### src/rtl/ftsc_pkg.sv
// package with constants, codes and controller/datapath types of the flow to step count interpolator
`default_nettype none

package ftsc_pkg;

  localparam int TABLE_DEPTH = 32;
  localparam int IDX_W       = $clog2(TABLE_DEPTH);
  localparam int CNT_W       = $clog2(TABLE_DEPTH + 1);

  localparam int CFG_W   = 6;
  localparam int SLOT_W  = 5;
  localparam int VAL_W   = 16;
  localparam int DIFF_W  = VAL_W + 1;
  localparam int PROD_W  = 2 * DIFF_W;
  localparam int MAG_W   = 2 * VAL_W;
  localparam int DCNT_W  = $clog2(MAG_W);
  localparam int RES_W   = PROD_W + 1;

  localparam logic [CFG_W-1:0] ENTRIES_RESET = 6'd31;
  localparam logic [VAL_W-1:0] FLOW_DEFAULT  = 16'd100;
  localparam logic [VAL_W-1:0] COUNT_MIN     = 16'd1;
  localparam logic [VAL_W-1:0] COUNT_MAX     = 16'hFFFF;

  localparam logic CMD_WRITE = 1'b0;
  localparam logic CMD_QUERY = 1'b1;

  typedef enum logic [1:0] {
    MODE_BELOW,
    MODE_INSIDE,
    MODE_EXTRAP
  } mode_e;

  typedef enum logic [3:0] {
    ST_IDLE,
    ST_SRCH_RD,
    ST_SRCH_CMP,
    ST_RD_A,
    ST_RD_B,
    ST_LD_B,
    ST_OPS,
    ST_MUL,
    ST_ABS,
    ST_DIV,
    ST_FIX,
    ST_FIN
  } state_e;

  typedef struct packed {
    logic write_entry;
    logic start;
    logic idx_inc;
    logic set_pair;
    logic rd_a;
    logic rd_b;
    logic cap_a;
    logic cap_b;
    logic ops;
    logic mul;
    logic abs_init;
    logic div_step;
    logic fix;
    logic fin;
  } ctrl_cmd_t;

  typedef struct packed {
    logic idx_end;
    logic q_gt;
    logic div_last;
    logic out_busy;
  } dp_status_t;

endpackage

`default_nettype wire

### src/rtl/ftsc_if.sv
// channel interfaces for item, result and configuration beats
`default_nettype none

interface ftsc_in_if;
  import ftsc_pkg::*;
  logic               valid;
  logic               ready;
  logic               cmd;
  logic [SLOT_W-1:0]  entry_slot;
  logic [VAL_W-1:0]   entry_flow;
  logic [VAL_W-1:0]   entry_count;
  logic [VAL_W-1:0]   query_flow;

  modport source (output valid, cmd, entry_slot, entry_flow, entry_count, query_flow,
                  input ready);
  modport sink   (input valid, cmd, entry_slot, entry_flow, entry_count, query_flow,
                  output ready);
endinterface

interface ftsc_out_if;
  import ftsc_pkg::*;
  logic             valid;
  logic             ready;
  logic [VAL_W-1:0] step_count;
  logic             saturated;

  modport source (output valid, step_count, saturated, input ready);
  modport sink   (input valid, step_count, saturated, output ready);
endinterface

interface ftsc_cfg_if;
  import ftsc_pkg::*;
  logic             valid;
  logic             ready;
  logic [CFG_W-1:0] data;

  modport source (output valid, data, input ready);
  modport sink   (input valid, data, output ready);
endinterface

`default_nettype wire

### src/rtl/ftsc_ctrl.sv
// controller state machine sequencing search, fetch, multiply, divide and output
`default_nettype none

module ftsc_ctrl
  import ftsc_pkg::*;
(
  input  wire logic       clk_i,
  input  wire logic       rst_ni,
  input  wire logic       in_valid_i,
  input  wire logic       in_cmd_i,
  output      logic       in_ready_o,
  input  wire dp_status_t status_i,
  output      ctrl_cmd_t  cmd_o
);

  state_e state_q, state_d;

  always_ff @(posedge clk_i or negedge rst_ni) begin
    if (!rst_ni) begin
      state_q <= ST_IDLE;
    end else begin
      state_q <= state_d;
    end
  end

  always_comb begin
    state_d = state_q;
    case (state_q)
      ST_IDLE: begin
        if (in_valid_i && (in_cmd_i == CMD_QUERY)) begin
          state_d = ST_SRCH_RD;
        end
      end
      ST_SRCH_RD: begin
        if (status_i.idx_end) begin
          state_d = ST_RD_A;
        end else begin
          state_d = ST_SRCH_CMP;
        end
      end
      ST_SRCH_CMP: begin
        if (status_i.q_gt) begin
          state_d = ST_SRCH_RD;
        end else begin
          state_d = ST_RD_A;
        end
      end
      ST_RD_A: state_d = ST_RD_B;
      ST_RD_B: state_d = ST_LD_B;
      ST_LD_B: state_d = ST_OPS;
      ST_OPS:  state_d = ST_MUL;
      ST_MUL:  state_d = ST_ABS;
      ST_ABS:  state_d = ST_DIV;
      ST_DIV: begin
        if (status_i.div_last) begin
          state_d = ST_FIX;
        end
      end
      ST_FIX: state_d = ST_FIN;
      ST_FIN: begin
        if (!status_i.out_busy) begin
          state_d = ST_IDLE;
        end
      end
      default: state_d = ST_IDLE;
    endcase
  end

  always_comb begin
    cmd_o      = '0;
    in_ready_o = 1'b0;
    case (state_q)
      ST_IDLE: begin
        in_ready_o        = 1'b1;
        cmd_o.write_entry = in_valid_i && (in_cmd_i == CMD_WRITE);
        cmd_o.start       = in_valid_i && (in_cmd_i == CMD_QUERY);
      end
      ST_SRCH_RD: begin
        cmd_o.set_pair = status_i.idx_end;
      end
      ST_SRCH_CMP: begin
        cmd_o.idx_inc  = status_i.q_gt;
        cmd_o.set_pair = !status_i.q_gt;
      end
      ST_RD_A: cmd_o.rd_a = 1'b1;
      ST_RD_B: begin
        cmd_o.rd_b  = 1'b1;
        cmd_o.cap_a = 1'b1;
      end
      ST_LD_B:  cmd_o.cap_b    = 1'b1;
      ST_OPS:   cmd_o.ops      = 1'b1;
      ST_MUL:   cmd_o.mul      = 1'b1;
      ST_ABS:   cmd_o.abs_init = 1'b1;
      ST_DIV:   cmd_o.div_step = 1'b1;
      ST_FIX:   cmd_o.fix      = 1'b1;
      ST_FIN:   cmd_o.fin      = !status_i.out_busy;
      default: begin
        cmd_o      = '0;
        in_ready_o = 1'b0;
      end
    endcase
  end

endmodule

`default_nettype wire

### src/rtl/ftsc_datapath.sv
// datapath with calibration memory, search index, multiplier, serial divider and output register
`default_nettype none

module ftsc_datapath
  import ftsc_pkg::*;
(
  input  wire logic              clk_i,
  input  wire logic              rst_ni,
  input  wire ctrl_cmd_t         cmd_i,
  output      dp_status_t        status_o,
  input  wire logic [SLOT_W-1:0] entry_slot_i,
  input  wire logic [VAL_W-1:0]  entry_flow_i,
  input  wire logic [VAL_W-1:0]  entry_count_i,
  input  wire logic [VAL_W-1:0]  query_flow_i,
  input  wire logic              cfg_valid_i,
  input  wire logic [CFG_W-1:0]  cfg_data_i,
  input  wire logic              out_ready_i,
  output      logic              out_valid_o,
  output      logic [VAL_W-1:0]  step_count_o,
  output      logic              saturated_o
);

  logic [2*VAL_W-1:0] tbl_mem [TABLE_DEPTH];
  logic [2*VAL_W-1:0] rdata_q;
  logic [IDX_W-1:0]   raddr;

  logic [CFG_W-1:0]   entries_q;
  logic [CNT_W-1:0]   n_q, n_clamp;
  logic [CNT_W-1:0]   idx_q;
  logic [VAL_W-1:0]   q_q;
  mode_e              mode_q;
  logic [IDX_W-1:0]   ia_q, ib_q;
  logic [VAL_W-1:0]   af_q, ac_q, bf_q, bc_q;
  logic [VAL_W-1:0]   base_q;
  logic [DIFF_W-1:0]  dc_q, dx_q, df_q;
  logic signed [PROD_W-1:0] prod_s;
  logic [PROD_W-1:0]  prod_q;
  logic [PROD_W-1:0]  prod_neg, df_neg_full;
  logic [DIFF_W-1:0]  df_neg;
  logic [MAG_W-1:0]   num_q;
  logic [VAL_W-1:0]   den_q;
  logic [VAL_W-1:0]   rem_q;
  logic               neg_q, zdf_q;
  logic [DCNT_W-1:0]  dcnt_q;
  logic [DIFF_W-1:0]  shifted;
  logic               ge;
  logic [MAG_W:0]     mag;
  logic [PROD_W-1:0]  qs_q;
  logic [RES_W-1:0]   res;
  logic               out_valid_q;
  logic [VAL_W-1:0]   step_q;
  logic               sat_q;

  // calibration memory
  always_comb begin
    if (cmd_i.rd_a) begin
      raddr = ia_q;
    end else if (cmd_i.rd_b) begin
      raddr = ib_q;
    end else begin
      raddr = idx_q[IDX_W-1:0];
    end
  end

  always_ff @(posedge clk_i) begin
    if (cmd_i.write_entry && (32'(entry_slot_i) < 32'(TABLE_DEPTH))) begin
      tbl_mem[IDX_W'(entry_slot_i)] <= {entry_flow_i, entry_count_i};
    end
    rdata_q <= tbl_mem[raddr];
  end

  // configuration and output control
  always_ff @(posedge clk_i or negedge rst_ni) begin
    if (!rst_ni) begin
      entries_q   <= ENTRIES_RESET;
      out_valid_q <= 1'b0;
    end else begin
      if (cfg_valid_i) begin
        entries_q <= cfg_data_i;
      end
      if (cmd_i.fin) begin
        out_valid_q <= 1'b1;
      end else if (out_ready_i) begin
        out_valid_q <= 1'b0;
      end
    end
  end

  always_comb begin
    if (32'(entries_q) < 32'd2) begin
      n_clamp = CNT_W'(2);
    end else if (32'(entries_q) > 32'(TABLE_DEPTH)) begin
      n_clamp = CNT_W'(TABLE_DEPTH);
    end else begin
      n_clamp = CNT_W'(entries_q);
    end
  end

  // search and pair selection
  always_ff @(posedge clk_i) begin
    if (cmd_i.start) begin
      n_q   <= n_clamp;
      idx_q <= '0;
      q_q   <= (query_flow_i == '0) ? FLOW_DEFAULT : query_flow_i;
    end else if (cmd_i.idx_inc) begin
      idx_q <= idx_q + CNT_W'(1);
    end
    if (cmd_i.set_pair) begin
      if (idx_q == n_q) begin
        mode_q <= MODE_EXTRAP;
        ia_q   <= IDX_W'(n_q - CNT_W'(2));
        ib_q   <= IDX_W'(n_q - CNT_W'(1));
      end else if (idx_q == '0) begin
        mode_q <= MODE_BELOW;
        ia_q   <= '0;
        ib_q   <= '0;
      end else begin
        mode_q <= MODE_INSIDE;
        ia_q   <= IDX_W'(idx_q - CNT_W'(1));
        ib_q   <= idx_q[IDX_W-1:0];
      end
    end
    if (cmd_i.cap_a) begin
      {af_q, ac_q} <= rdata_q;
    end
    if (cmd_i.cap_b) begin
      {bf_q, bc_q} <= rdata_q;
    end
  end

  // line operands
  always_ff @(posedge clk_i) begin
    if (cmd_i.ops) begin
      case (mode_q)
        MODE_EXTRAP: begin
          base_q <= bc_q;
          dc_q   <= {1'b0, bc_q} - {1'b0, ac_q};
          dx_q   <= {1'b0, q_q} - {1'b0, bf_q};
          df_q   <= {1'b0, bf_q} - {1'b0, af_q};
        end
        MODE_INSIDE: begin
          base_q <= ac_q;
          dc_q   <= {1'b0, bc_q} - {1'b0, ac_q};
          dx_q   <= {1'b0, q_q} - {1'b0, af_q};
          df_q   <= {1'b0, bf_q} - {1'b0, af_q};
        end
        default: begin
          base_q <= (bf_q == '0) ? bc_q : '0;
          dc_q   <= {1'b0, bc_q};
          dx_q   <= {1'b0, q_q};
          df_q   <= {1'b0, bf_q};
        end
      endcase
    end
  end

  // multiply, then sign and magnitude for the divider
  assign prod_s      = $signed(dc_q) * $signed(dx_q);
  assign prod_neg    = ~prod_q + PROD_W'(1);
  assign df_neg      = ~df_q + DIFF_W'(1);
  assign df_neg_full = PROD_W'(df_neg);

  // restoring divide, one quotient bit a cycle
  assign shifted = {rem_q, num_q[MAG_W-1]};
  assign ge      = shifted >= {1'b0, den_q};
  assign mag     = {1'b0, num_q} + (MAG_W+1)'(rem_q != '0);

  always_ff @(posedge clk_i) begin
    if (cmd_i.mul) begin
      prod_q <= prod_s;
    end
    if (cmd_i.abs_init) begin
      num_q  <= prod_q[PROD_W-1] ? prod_neg[MAG_W-1:0] : prod_q[MAG_W-1:0];
      den_q  <= df_q[DIFF_W-1] ? df_neg_full[VAL_W-1:0] : df_q[VAL_W-1:0];
      neg_q  <= prod_q[PROD_W-1] ^ df_q[DIFF_W-1];
      zdf_q  <= (df_q == '0);
      rem_q  <= '0;
      dcnt_q <= DCNT_W'(MAG_W - 1);
    end else if (cmd_i.div_step) begin
      num_q  <= {num_q[MAG_W-2:0], ge};
      rem_q  <= ge ? VAL_W'(shifted - {1'b0, den_q}) : shifted[VAL_W-1:0];
      dcnt_q <= dcnt_q - DCNT_W'(1);
    end
    if (cmd_i.fix) begin
      if (zdf_q) begin
        qs_q <= '0;
      end else if (neg_q) begin
        qs_q <= PROD_W'(0) - {1'b0, mag};
      end else begin
        qs_q <= PROD_W'(num_q);
      end
    end
  end

  // floor result, clamp and saturate
  assign res = {{(RES_W-VAL_W){1'b0}}, base_q} + {qs_q[PROD_W-1], qs_q};

  always_ff @(posedge clk_i) begin
    if (cmd_i.fin) begin
      if (res[RES_W-1] || (res == '0)) begin
        step_q <= COUNT_MIN;
        sat_q  <= 1'b0;
      end else if (|res[RES_W-2:VAL_W]) begin
        step_q <= COUNT_MAX;
        sat_q  <= 1'b1;
      end else begin
        step_q <= res[VAL_W-1:0];
        sat_q  <= 1'b0;
      end
    end
  end

  assign status_o.idx_end  = (idx_q == n_q);
  assign status_o.q_gt     = q_q > rdata_q[2*VAL_W-1:VAL_W];
  assign status_o.div_last = (dcnt_q == '0);
  assign status_o.out_busy = out_valid_q && !out_ready_i;

  assign out_valid_o  = out_valid_q;
  assign step_count_o = step_q;
  assign saturated_o  = sat_q;

endmodule

`default_nettype wire

### src/rtl/flow_to_step_count_interpolator.sv
// top level of the flow to step count interpolator
`default_nettype none

// Calibration table of (flow, step count) pairs turned into a pump step count.
// A write beat (cmd 0) stores one entry. A query beat (cmd 1) searches the
// table one entry at a time (memory read, then compare), fetches the
// bracketing pair, multiplies once and runs a restoring divider, then loads
// the result into the output register once any earlier result has been taken.
// The output register is held until taken and the next beat is accepted as
// soon as the result has been loaded.
// Configuration beats are always accepted; the table needs no clearing.
module flow_to_step_count_interpolator
  import ftsc_pkg::*;
(
  input  wire logic clk_i,
  input  wire logic rst_ni,
  ftsc_in_if.sink    in_i,
  ftsc_out_if.source out_o,
  ftsc_cfg_if.sink   cfg_i
);

  ctrl_cmd_t  ctrl_cmd;
  dp_status_t dp_status;

  assign cfg_i.ready = 1'b1;

  ftsc_ctrl u_ctrl (
    .clk_i      (clk_i),
    .rst_ni     (rst_ni),
    .in_valid_i (in_i.valid),
    .in_cmd_i   (in_i.cmd),
    .in_ready_o (in_i.ready),
    .status_i   (dp_status),
    .cmd_o      (ctrl_cmd)
  );

  ftsc_datapath u_datapath (
    .clk_i         (clk_i),
    .rst_ni        (rst_ni),
    .cmd_i         (ctrl_cmd),
    .status_o      (dp_status),
    .entry_slot_i  (in_i.entry_slot),
    .entry_flow_i  (in_i.entry_flow),
    .entry_count_i (in_i.entry_count),
    .query_flow_i  (in_i.query_flow),
    .cfg_valid_i   (cfg_i.valid),
    .cfg_data_i    (cfg_i.data),
    .out_ready_i   (out_o.ready),
    .out_valid_o   (out_o.valid),
    .step_count_o  (out_o.step_count),
    .saturated_o   (out_o.saturated)
  );

endmodule

`default_nettype wire

### src/flat_wrapper.sv
// flat-port wrapper written by rule: the top's interface ports become plain ports
module flow_to_step_count_interpolator_flat import ftsc_pkg::*;
  (clk_i, rst_ni, in_i_valid, in_i_cmd, in_i_entry_slot, in_i_entry_flow, in_i_entry_count, in_i_query_flow, in_i_ready, out_o_valid, out_o_step_count, out_o_saturated, out_o_ready, cfg_i_valid, cfg_i_data, cfg_i_ready);
  ftsc_in_if in_i_i ();
  ftsc_out_if out_o_i ();
  ftsc_cfg_if cfg_i_i ();
  input  wire logic clk_i;
  input  wire logic rst_ni;
  input wire logic [$bits(in_i_i.valid)-1:0] in_i_valid;
  input wire logic [$bits(in_i_i.cmd)-1:0] in_i_cmd;
  input wire logic [$bits(in_i_i.entry_slot)-1:0] in_i_entry_slot;
  input wire logic [$bits(in_i_i.entry_flow)-1:0] in_i_entry_flow;
  input wire logic [$bits(in_i_i.entry_count)-1:0] in_i_entry_count;
  input wire logic [$bits(in_i_i.query_flow)-1:0] in_i_query_flow;
  output wire logic [$bits(in_i_i.ready)-1:0] in_i_ready;
  output wire logic [$bits(out_o_i.valid)-1:0] out_o_valid;
  output wire logic [$bits(out_o_i.step_count)-1:0] out_o_step_count;
  output wire logic [$bits(out_o_i.saturated)-1:0] out_o_saturated;
  input wire logic [$bits(out_o_i.ready)-1:0] out_o_ready;
  input wire logic [$bits(cfg_i_i.valid)-1:0] cfg_i_valid;
  input wire logic [$bits(cfg_i_i.data)-1:0] cfg_i_data;
  output wire logic [$bits(cfg_i_i.ready)-1:0] cfg_i_ready;
  assign in_i_i.valid = in_i_valid;
  assign in_i_i.cmd = in_i_cmd;
  assign in_i_i.entry_slot = in_i_entry_slot;
  assign in_i_i.entry_flow = in_i_entry_flow;
  assign in_i_i.entry_count = in_i_entry_count;
  assign in_i_i.query_flow = in_i_query_flow;
  assign in_i_ready = in_i_i.ready;
  assign out_o_valid = out_o_i.valid;
  assign out_o_step_count = out_o_i.step_count;
  assign out_o_saturated = out_o_i.saturated;
  assign out_o_i.ready = out_o_ready;
  assign cfg_i_i.valid = cfg_i_valid;
  assign cfg_i_i.data = cfg_i_data;
  assign cfg_i_ready = cfg_i_i.ready;
  flow_to_step_count_interpolator u_core (.clk_i(clk_i), .rst_ni(rst_ni), .in_i(in_i_i), .out_o(out_o_i), .cfg_i(cfg_i_i));
endmodule
### config.mk
export PLATFORM = sky130hd
export DESIGN_NAME = flow_to_step_count_interpolator_flat
export DESIGN_NICKNAME = d
export VERILOG_FILES = /design/src/rtl/ftsc_pkg.sv /design/src/rtl/ftsc_if.sv /design/src/rtl/ftsc_ctrl.sv /design/src/rtl/ftsc_datapath.sv /design/src/rtl/flow_to_step_count_interpolator.sv /design/src/flat_wrapper.sv
export SDC_FILE = /design/constraint.sdc
export NUM_CORES = 2
export LEC_CHECK = 0
export BUFFER_PORTS_ARGS = -buffer_cell sky130_fd_sc_hd__buf_2
export CORE_ASPECT_RATIO = 2
export CORE_MARGIN = 2
export CORE_UTILIZATION = 50
export DETAILED_ROUTE_END_ITERATION = 8
export GPL_ROUTABILITY_DRIVEN = 0
export PLACE_DENSITY_LB_ADDON = 0.3
export RECOVER_POWER = 100
export SETUP_SLACK_MARGIN = 0.02
export SLEW_MARGIN = 15
export SYNTH_ARGS = -nofsm -noshare
export SYNTH_HDL_FRONTEND = slang
export SYNTH_SLANG_ARGS = --single-unit
### constraint.sdc
create_clock -name clk_i -period 6.8 [get_ports clk_i]
set_input_delay 0.68 -clock clk_i [delete_from_list [all_inputs] [get_ports clk_i]]
set_output_delay 0.68 -clock clk_i [all_outputs]
set_load 0.02 [all_outputs]
==> metrics.yaml <==
status: "complete, but fails checks"
violations: "max-capacitance violations, max-slew violations"
hpwl_um: 125500
dr.first_iter.drc_count: 2996
drtAntennaViolNets: 0
clk_latency_ps: 750
dp_slack_ps: -430.8
via_count: 41251
cts-root-buf: "clkbuf_16"
critical_path_required_ps: 7270
first_pass_iters: 7
cts_tree: "built"
synthArstFlopShare: 0.007897
synth_edf_count: 1323
routedWlPerCell_um: 25.27
ys.flop_type: "edfxtp_1"
crit_fanout: 6
syn2layout_area_growth_pct: 10.73
path_cells: "buf_4, nand2_1, fa_1, fa_1, fa_1, inv_1, fa_1, fa_1, inv_1, fa_1, inv_1, ha_1, buf_4, and3_1, and3_1, a221oi_2, buf_4, nand3_1, o21a_1, nand2_2, a21boi_2, o31ai_4, mux2i_1, nand2_1"
setup_violations: 0
syn-instance-count: 4912
yosys_warnings: 0
antenna_found_initial: 12
drive_gt1_frac: 0.1394
grt_pass1_vias: 43498
finalCritPeriodShare: 0.9635
final_common_cell: "edfxtp_1"
ys_types: 76
fin_crit_ps: 6552
via_per_inst: 5.831
ys_ff_latch: 1393
cts.sinks: 1393
max-cap-violations: 56
whs_ps: 177.4
dieArea_um2: 145300
path_delay_family: "adder cells"
setup_slack_ps: 248.1
row_count: 195
cp_slowest_cell: "fa_1"
r2r_start: "u_core.u_datapath.dx_q[3]"
cp.depth: 24
track_usage: 0.2474
htree_levels: 3
synth_nets: 5504
finalClockSkew_ps: 37.11
hp-class: "in -> reg"
die_w_um: 270.6
worstSetupPathType: "reg -> reg"
final_cell_mix: "1,323 x edfxtp_1, 451 x inv_1, 397 x nand2_1, 301 x fa_1, 256 x mux4_2"
post-route-util: 0.5579
die-height_um: 537.1
drc: 0
worstHoldPathCells: 2
end_kind: "flip-flop"
grt-ovfl-total: 0
io_buffer_count: 83
top_level_ports: 85
slowest_delay_ps: 520
crit_start: "u_core.u_datapath.dx_q[3]"
grt_max_degree: 67
worstRegToRegCells: 24
cpMostUsedCell: "fa_1"
cts.clk_slew.worst_paths_ps: 70
clockBufferDepth: 3
dpl_cell_area_um2: 74870
startpoint_type: "flip-flop"
final_nets: 5689
worstReg2RegEnd: "u_core.u_datapath.prod_q[30]"
critPathCapture: "u_core.u_datapath.prod_q[30]"
hold_violations: 0
fmax_mhz: 152.6
cts_buffers: 118
slew_headroom: -1.326
coreArea_um2: 141000
grt_pass1_wl_um: 266400
slew_violations: 1512
cp.arrival_ps: 7020
yosysSeqAreaShare: 0.5797
avgSynthCellArea_um2: 14.47
wirelength_um: 178800
path_buf_inv: 6
tightest_slew_ps: 3490
initial_utilization: 0.5039
rrSetupSlack_ps: 250
fin_area_um2: 78680
synth.cell_area_um2: 71050
[sequential cells by signal, summed over array words and instances (netlist names), 17 cells and up]
| signal | flops |
|---|---|
| u_core.u_datapath.tbl_mem | 1024 |
| u_core.u_datapath.qs_q | 34 |
| u_core.u_datapath.prod_q | 33 |
| u_core.u_datapath.num_q | 32 |
| u_core.u_datapath.rdata_q | 32 |
| u_core.u_datapath.dc_q | 17 |
| u_core.u_datapath.df_q | 17 |
| u_core.u_datapath.dx_q | 17 |
[routing by layer]
layer,GRT usage,share of wire,vias up
met5,0,0.00023,-
met4,0.1290,0.057,6
li1,-,-,18320
met1,0.2516,0.34,21316
met2,0.4878,0.57,1187
met3,0.02975,0.041,422
[timing repair]
item / in CTS / in global routing
hold buffers: 1 / 0
setup endpoints to repair: 3 / 4
resized for setup: 4 / 16
hold endpoints to repair: 6 / 0
pin swaps: 0 / 6
buffers inserted: 0 / 3
[worst min-delay path by stage]
| stage | endpoint | from | slack, ps |
|---|---|---|---|
| after floorplan | u_core.u_ctrl.state_q[0] | rst_ni | 380 |
| after global placement | u_core.u_datapath.ac_q[6] | u_core.u_datapath.rdata_q[6] | 400 |
| after detailed placement | u_core.u_datapath.ac_q[1] | u_core.u_datapath.rdata_q[1] | 410 |
| after CTS | u_core.u_datapath.entries_q[3] | cfg_i_data[3] | 140 |
| after global routing | u_core.u_datapath.entries_q[3] | cfg_i_data[3] | 160 |
| final | u_core.u_datapath.entries_q[3] | cfg_i_data[3] | 180 |
[area by class of cell]
| class | count | area [µm²] |
|---|---|---|
| clock buffer | 143 | 3139 |
| inverter | 451 | 1693 |
| fill | 11327 | 62340 |
| timing repair buffer | 275 | 1693 |
| clock inverter | 79 | 974.7 |
| multi-input combinational | 2858 | 27630 |
| antenna | 5 | 12.51 |
| sequential | 1393 | 41190 |
| tap | 1871 | 2341 |
[cell families (layout without fill, tap and decap cells)]
group / count (synthesis) / count (layout) / synth area share
multiplexers: 460 / 460 / 0.1112
adder cells (fa/ha/maj): 527 / 527 / 0.1246
other: 1 / 6 / 0.00005278
AND/OR/NAND/NOR: 1042 / 1042 / 0.06952
AO/OA/AOI/OAI: 645 / 645 / 0.05698
flip-flops: 1393 / 1393 / 0.5797
buffers and inverters: 661 / 948 / 0.03541
XOR/XNOR: 183 / 183 / 0.02256
[synthesized netlist by cell type, drive strengths merged, types with 13 or more instances]
cell type,number,area [µm²]
nand4,13,81.33
mux2i,131,1311
mux4,256,5766
nand2b,41,256.5
edfxtp,1323,39730
nor3,49,245.2
or3,20,130.1
o211ai,46,345.3
mux2,73,822.0
o21ai,214,1071
dfxtp,59,1181
ha,226,2828
nand3,43,215.2
nor2b,34,212.7
fa,301,6026
o21a,26,195.2
a21o,35,262.8
o31ai,24,207.7
nand2,398,1494
or2,13,81.33
xor2,83,727.0
a22oi,15,112.6
xnor2,100,875.8
a211oi,19,142.6
inv,451,1693
clkbuf,166,623.1
nor4,24,150.1
and2,144,900.9
nor2,214,803.3
buf,44,200.2
a21oi,151,755.7
and3,17,106.4
[metrics by stage]
stage          std cells  TNS, ps
2_1_floorplan       4912        0
3_5_place_dp        6844   -719.6
3_3_place_gp        6844   -344.6
4_1_cts             7067        0
5_1_grt             7073   -17.33
6_report            7075        0
Power is left out: the tool's default activity adds up to more than one toggle a clock period on the data nets, which glitch-free logic cannot reach.
